### config.mk
export PLATFORM = sky130hd
export DESIGN_NAME = lru_tag_cache_top
export DESIGN_NICKNAME = d
export VERILOG_FILES = /design/src/ltc_pkg.sv /design/src/ltc_cell.sv /design/src/lru_tag_cache_top.sv
export SDC_FILE = /design/constraint.sdc
export NUM_CORES = 1
export LEC_CHECK = 0
export BUFFER_PORTS_ARGS = -buffer_cell sky130_fd_sc_hd__buf_4
export CORE_ASPECT_RATIO = 0.7
export CORE_UTILIZATION = 25
export DETAILED_ROUTE_END_ITERATION = 8
export SLEW_MARGIN = 0
export SYNTH_ARGS = -nofsm -noshare
export SYNTH_HDL_FRONTEND = slang
export SYNTH_HIERARCHICAL = 1
export SYNTH_SLANG_ARGS = --single-unit
### constraint.sdc
create_clock -name clk -period 26.8 [get_ports clk]
set_input_delay 0 -clock clk [delete_from_list [all_inputs] [get_ports clk]]
set_output_delay 0 -clock clk [all_outputs]
set_load 0.05 [all_outputs]
### src/ltc_pkg.sv
// Shared types and constants for the LRU tag cache.
package ltc_pkg;

  localparam int TAG_W  = 32;
  localparam int SIZE_W = 31;
  localparam int CFG_W  = 5;
  localparam int SLOT_OUT_W = 4;
  localparam logic [CFG_W-1:0] CAP_RESET = 5'd16;

  typedef struct packed {
    logic [TAG_W-1:0]  key_tag;
    logic [SIZE_W-1:0] item_size;
  } ltc_req_t;

  typedef struct packed {
    logic                  hit;
    logic [SLOT_OUT_W-1:0] slot;
    logic [SIZE_W-1:0]     stored_size;
    logic                  evicted;
    logic [TAG_W-1:0]      evicted_tag;
  } ltc_rsp_t;

  typedef struct packed {
    logic [TAG_W-1:0]  tag;
    logic [SIZE_W-1:0] size;
  } ltc_data_t;

  typedef struct packed {
    logic live;
    logic shift;
  } ltc_cell_ctl_t;

endpackage

### src/ltc_cell.sv
// One recency position of the cache: holds an entry, compares it, shifts along the row.
module ltc_cell
  import ltc_pkg::*;
#(
  parameter int SLOT_W = 4
) (
  input  logic              clk,
  input  ltc_cell_ctl_t     ctl,
  input  logic [TAG_W-1:0]  key,
  input  ltc_data_t         prev_data,
  input  logic [SLOT_W-1:0] prev_slot,
  output ltc_data_t         data,
  output logic [SLOT_W-1:0] slot,
  output logic              match
);

  // take the neighbour's entry when the row shifts through this position
  always_ff @(posedge clk) begin
    if (ctl.shift) begin
      data <= prev_data;
      slot <= prev_slot;
    end
  end

  assign match = ctl.live && (data.tag == key);

endmodule

### src/lru_tag_cache_top.sv
// Top level of the fully associative LRU tag cache.
//
// A fully associative table of ENTRIES slots with least-recently-used
// replacement, built as a row of cells ordered by recency: cell 0 holds the
// most recent entry, cell occupancy-1 the least recent. Each request carries
// a key tag and a size. All occupied cells compare the tag at once; on a hit
// the cells ahead of the matching one shift back by one and the matching
// entry drops into cell 0, and its stored size is returned. On a miss the new
// tag and size enter cell 0; if the table already holds capacity_limit
// entries (0 acts as 1, anything above ENTRIES as ENTRIES) the least recent
// entry is evicted and its slot reused, otherwise the next free slot is
// taken. Occupancy never shrinks, even if the limit is lowered later.
// Rate: one request per clock while rsp is not stalled; a request is held in
// the request register, then the single compare-and-shift step of the cell
// row updates the whole recency order and loads the result into rsp. The
// request register is held while rsp is stalled. The configuration port
// always accepts; write capacity_limit only while the cache is idle.
module lru_tag_cache_top
  import ltc_pkg::*;
#(
  parameter int ENTRIES = 16
) (
  input  logic             clk,
  input  logic             rst,
  input  logic             req_valid,
  output logic             req_stall,
  input  ltc_req_t         req,
  output logic             rsp_valid,
  input  logic             rsp_stall,
  output ltc_rsp_t         rsp,
  input  logic             cfg_valid,
  output logic             cfg_ready,
  input  logic [CFG_W-1:0] cfg_data
);

  localparam int SLOT_W = $clog2(ENTRIES);
  localparam int CNT_W  = $clog2(ENTRIES + 1);
  localparam int CMP_W  = (CNT_W > CFG_W) ? CNT_W : CFG_W;

  // control state
  logic [CFG_W-1:0] cap;
  logic [CNT_W-1:0] cnt;
  logic             pend_valid;
  ltc_req_t         pend;
  logic             adv;

  // cell row
  ltc_data_t         data_q    [ENTRIES];
  logic [SLOT_W-1:0] slot_q    [ENTRIES];
  ltc_data_t         prev_data [ENTRIES];
  logic [SLOT_W-1:0] prev_slot [ENTRIES];
  ltc_cell_ctl_t     ctl       [ENTRIES];
  logic [ENTRIES-1:0] match;
  logic [ENTRIES-1:0] last;

  // lookup results
  logic              hit;
  logic              full;
  logic              evict;
  logic [CFG_W-1:0]  cap_eff;
  logic [TAG_W-1:0]  vic_tag;
  logic [SLOT_W-1:0] vic_slot;
  logic [SIZE_W-1:0] hit_size;
  logic [SLOT_W-1:0] hit_slot;
  logic [CNT_W-1:0]  hit_pos;
  logic [CNT_W-1:0]  tpos;
  ltc_data_t         head_data;
  logic [SLOT_W-1:0] head_slot;

  // configuration: always ready, capacity latched on each write
  assign cfg_ready = 1'b1;

  always_ff @(posedge clk) begin
    if (rst) begin
      cap <= CAP_RESET;
    end else if (cfg_valid && cfg_ready) begin
      cap <= cfg_data;
    end
  end

  // request register: advance when the response register is free or draining
  assign adv       = pend_valid && (!rsp_valid || !rsp_stall);
  assign req_stall = pend_valid && !adv;

  always_ff @(posedge clk) begin
    if (rst) begin
      pend_valid <= 1'b0;
    end else if (req_valid && !req_stall) begin
      pend_valid <= 1'b1;
    end else if (adv) begin
      pend_valid <= 1'b0;
    end
  end

  always_ff @(posedge clk) begin
    if (req_valid && !req_stall) begin
      pend <= req;
    end
  end

  // gather the matching entry and the least recent entry by one-hot selection
  always_comb begin
    hit_size = '0;
    hit_slot = '0;
    hit_pos  = '0;
    vic_tag  = '0;
    vic_slot = '0;
    for (int i = 0; i < ENTRIES; i++) begin
      if (match[i]) begin
        hit_size = hit_size | data_q[i].size;
        hit_slot = hit_slot | slot_q[i];
        hit_pos  = hit_pos | CNT_W'(i);
      end
      if (last[i]) begin
        vic_tag  = vic_tag | data_q[i].tag;
        vic_slot = vic_slot | slot_q[i];
      end
    end
  end

  assign hit     = |match;
  assign full    = (cnt == CNT_W'(ENTRIES));
  assign cap_eff = (cap == '0) ? CFG_W'(1) : cap;
  assign evict   = !hit && (full || (CMP_W'(cnt) >= CMP_W'(cap_eff)));

  // deepest recency position that moves this cycle
  always_comb begin
    if (hit) begin
      tpos = hit_pos;
    end else if (evict) begin
      tpos = CNT_W'(cnt - 1'b1);
    end else begin
      tpos = cnt;
    end
  end

  // entry dropping into the most recent position
  always_comb begin
    if (hit) begin
      head_data.tag  = pend.key_tag;
      head_data.size = hit_size;
      head_slot      = hit_slot;
    end else begin
      head_data.tag  = pend.key_tag;
      head_data.size = pend.item_size;
      head_slot      = evict ? vic_slot : SLOT_W'(cnt);
    end
  end

  for (genvar i = 0; i < ENTRIES; i++) begin : g_cell
    if (i == 0) begin : g_head
      assign prev_data[i] = head_data;
      assign prev_slot[i] = head_slot;
    end else begin : g_body
      assign prev_data[i] = data_q[i-1];
      assign prev_slot[i] = slot_q[i-1];
    end

    assign ctl[i].live  = (CNT_W'(i) < cnt);
    assign ctl[i].shift = adv && (CNT_W'(i) <= tpos);
    assign last[i]      = (CNT_W'(i + 1) == cnt);

    ltc_cell #(
      .SLOT_W (SLOT_W)
    ) u_cell (
      .clk       (clk),
      .ctl       (ctl[i]),
      .key       (pend.key_tag),
      .prev_data (prev_data[i]),
      .prev_slot (prev_slot[i]),
      .data      (data_q[i]),
      .slot      (slot_q[i]),
      .match     (match[i])
    );
  end

  // occupancy grows only on a miss that takes a free slot
  always_ff @(posedge clk) begin
    if (rst) begin
      cnt <= '0;
    end else if (adv && !hit && !evict) begin
      cnt <= CNT_W'(cnt + 1'b1);
    end
  end

  // response register: load on advance, drop once taken
  always_ff @(posedge clk) begin
    if (rst) begin
      rsp_valid <= 1'b0;
    end else if (adv) begin
      rsp_valid <= 1'b1;
    end else if (!rsp_stall) begin
      rsp_valid <= 1'b0;
    end
  end

  always_ff @(posedge clk) begin
    if (adv) begin
      rsp.hit         <= hit;
      rsp.slot        <= SLOT_OUT_W'(head_slot);
      rsp.stored_size <= head_data.size;
      rsp.evicted     <= evict;
      rsp.evicted_tag <= evict ? vic_tag : '0;
    end
  end

  // occupancy stays within the table
  a_cnt_bound: assert property (@(posedge clk) disable iff (rst)
    cnt <= CNT_W'(ENTRIES))
    else $error("occupancy beyond table size");

  // tags in the table are unique, so at most one cell matches
  a_match_unique: assert property (@(posedge clk) disable iff (rst)
    $onehot0(match))
    else $error("more than one cell matched");

  // a miss into a free slot grows occupancy by one
  a_cnt_grow: assert property (@(posedge clk) disable iff (rst)
    (adv && !hit && !evict) |=> (cnt == CNT_W'($past(cnt) + 1'b1)))
    else $error("occupancy did not grow on insert");

  // an eviction only happens with the table non-empty
  a_evict_nonempty: assert property (@(posedge clk) disable iff (rst)
    (adv && evict) |-> (cnt != '0))
    else $error("eviction from an empty table");

endmodule
==> metrics <==
row count=136; CP max-delay cell=nor4_1; GR Util All Layers=17.4%; Worst Path Class, Setup=flip-flop to flip-flop; io pins=145; Layout Skew=32.0 ps; worst path required time=27190 ps; crit end category=flip-flop; Total Neg Setup Slack=0 ps; Routed Antenna Nets=0; asr flop ratio synth=0%; final hold slack=26.2 ps; CTS max path bufs=3; first-pass GRT wire length=250000 um; vias in the first global route=31900; outcome=finished with violations; Post-synth EDFFs=1204; CP cell instances=xor2_1 > nor4_1 > nand4_1 > nor3_4 > buf_4 > nor4_1 > nand3_1 > nor2_4 > buf_4 > inv_2 > buf_4 > a21oi_2 > a21oi_1 > a21oi_4 > buf_4 > buf_4; post-synthesis cell count=3090; fin crit share=28.6%; initial core utilization=25.3%; clock sinks=1216; Worst path most repeated cell=buf_4; post-DR vias/cell=5.35; pre-CTS setup slack=19580 ps; core region area=197000 um2; vias=32900; Clk pin slew, worst setup/hold paths=60 ps; Pre-antenna DRT Iters=9; RSZ-0062 raised after global routing=false; # diodes=0; Total Wirelength=181000 um; Max Cap Viol=2; CP peak stage delay=1400 ps; DP HPWL=111000 um; setup bufs post-CTS=0; failing checks=DRC, capacitance limit, slew limit; fin nets=3513; worst hold path type=input port to flip-flop; TritonCTS clock tree=built; synth warn=6; buffers and inverters on the worst path=6; Pwr Total=4120 uW; count of final setup violators=0; Multi-input gate area=13200 um2; share of layout cells above drive strength 1=13.2%; Final Slew Violations=2; placer congestion estimate=0.960; die span in y=376 um; average cell area after synthesis=16.1 um2; Post-route DRC=2; CP Data Arrival Time=8060 ps; Syn Nets=3173; cell family with most CP delay=simple AND/OR/NAND/NOR gates; pin count of the biggest net entering global routing=47; Die ar.=201000 um2; synthesized cell area=49900 um2; register bit total from synthesis=1216; CTS Buf Count=117; Slew headroom=-13.8%; drt initial violations=5734; # H-tree levels=3; Top FF cell, synth=edfxtp_1; Fin. Hold Viols=0; fmax=0.130 GHz; crit-path max FO=37; commonest non-fill, non-tap cells in the layout=1204 x edfxtp_1, 498 x xor2_1, 313 x a22oi_1; final worst slack=19130 ps; Reg area=36400 um2; Tightest Pin Transition=1690 ps; Die X-Extent=536 um; Yosys cell types=67; CP startpoint kind=flip-flop; initial antenna violation count=5; DR WL/cell=29.4 um; worst vdd ir=0.0000507 V; IO Port Bufs=143; Fill cells=19400; remaining global-route overflow=0; commonest non-fill, non-tap cell in the layout=edfxtp_1; power density over the cells=68.8 nW/um2; area grow syn2layout=19.9%; leakage=0.0191 uW; Worst-Skew Late Latency=760 ps; sequential-to-total area share from yosys stat=73.0%; min cycle time layout=7670 ps; clock root cell=clkbuf_16
[where the power goes]
| group | internal, uW | switching, uW |
|---|---|---|
| Sequential | 2150 | 64.2 |
| Combinational | 71.7 | 149 |
| Clock | 929 | 752 |
[cell families after synthesis]
family          count (synthesis)  share of synthesized area (%)
buf+inv                       157                           1.34
xor+xnor                      519                           9.11
mux                            27                          0.567
compound gates                620                           9.69
other cells                     1                        0.00752
flops                        1216                           73.0
simple gates                  540                           6.07
fa+ha+maj                      10                          0.251
[cell usage after synthesis, drive strengths merged, types with 6 or more instances]
cell type  count  area (um2)
and4          23         201
nor3          74         477
xnor2         21         184
dfxtp         12         240
edfxtp      1204       36200
buf           72         349
nand2         49         186
o21ai         25         133
a22oi        313        2350
a21oi         32         175
a222oi        50         500
nor4         120         763
a221oi        77         674
nand4         54         338
nor2b          6        37.5
inv           14        52.6
clkbuf        71         267
ha            10         125
nand2b        10        62.6
nand3         79         395
a21o           6        45.0
xor2         498        4360
a31oi         24         150
nor2         107         414
a22o          69         604
mux2i         27         283
[registers in the layout (all words and copies together) (netlist names)]
signal              cells
g_cell.u_cell/slot     64
g_cell.u_cell/data   1008
cnt                     5
cap                     5
pend                   63
rsp_valid               1
pend_valid              1
rsp                    69
[worst paths after layout]
path                                            from                                   to  slack [ps]  depth (start not counted)
setup / recovery                  pend[46]$_DFFE_PP_  g_cell[2].u_cell/data[47]$_DFFE_PP_       19130                         16
setup reg to reg                  pend[46]$_DFFE_PP_  g_cell[2].u_cell/data[47]$_DFFE_PP_       19130                         16
hold reg to reg   g_cell[4].u_cell/data[2]$_DFFE_PP_   g_cell[5].u_cell/data[2]$_DFFE_PP_         440                          0
hold / removal                               req[57]                   pend[57]$_DFFE_PP_          30                          2
[layout make-up]
| class | count | area share (%) |
|---|---|---|
| well taps | 2622 | 5.48 |
| flip-flops and latches | 1216 | 60.8 |
| clock inverters | 74 | 1.26 |
| inverters | 14 | 0.100 |
| repair buffers | 364 | 5.13 |
| multi-input cells | 1717 | 22.1 |
| clock buffers | 144 | 5.10 |
[timing repair]
item	4_1_cts	5_1_grt
hold endpoints to repair	75	0
hold buffers	136	0
gates resized for setup	0	0
[routing by layer]
layer | track usage (%) | wire, um
met5 | 0 | 35
met4 | 4.62 | 4920
met3 | 5.83 | 26100
met2 | 24.5 | 74700
met1 | 25.2 | 75300
[through the flow]
step           utilization (%)  instance area [um2]  std cells
6_report                  30.3                59800       6151
5_1_grt                   30.3                59800       6151
4_1_cts                   30.3                59800       6151
3_5_place_dp              27.7                54600       5797
3_3_place_gp              27.7                54600       5796
2_1_floorplan                -                49900       3090
No activity file was read; power rests on OpenSTA's default activity.
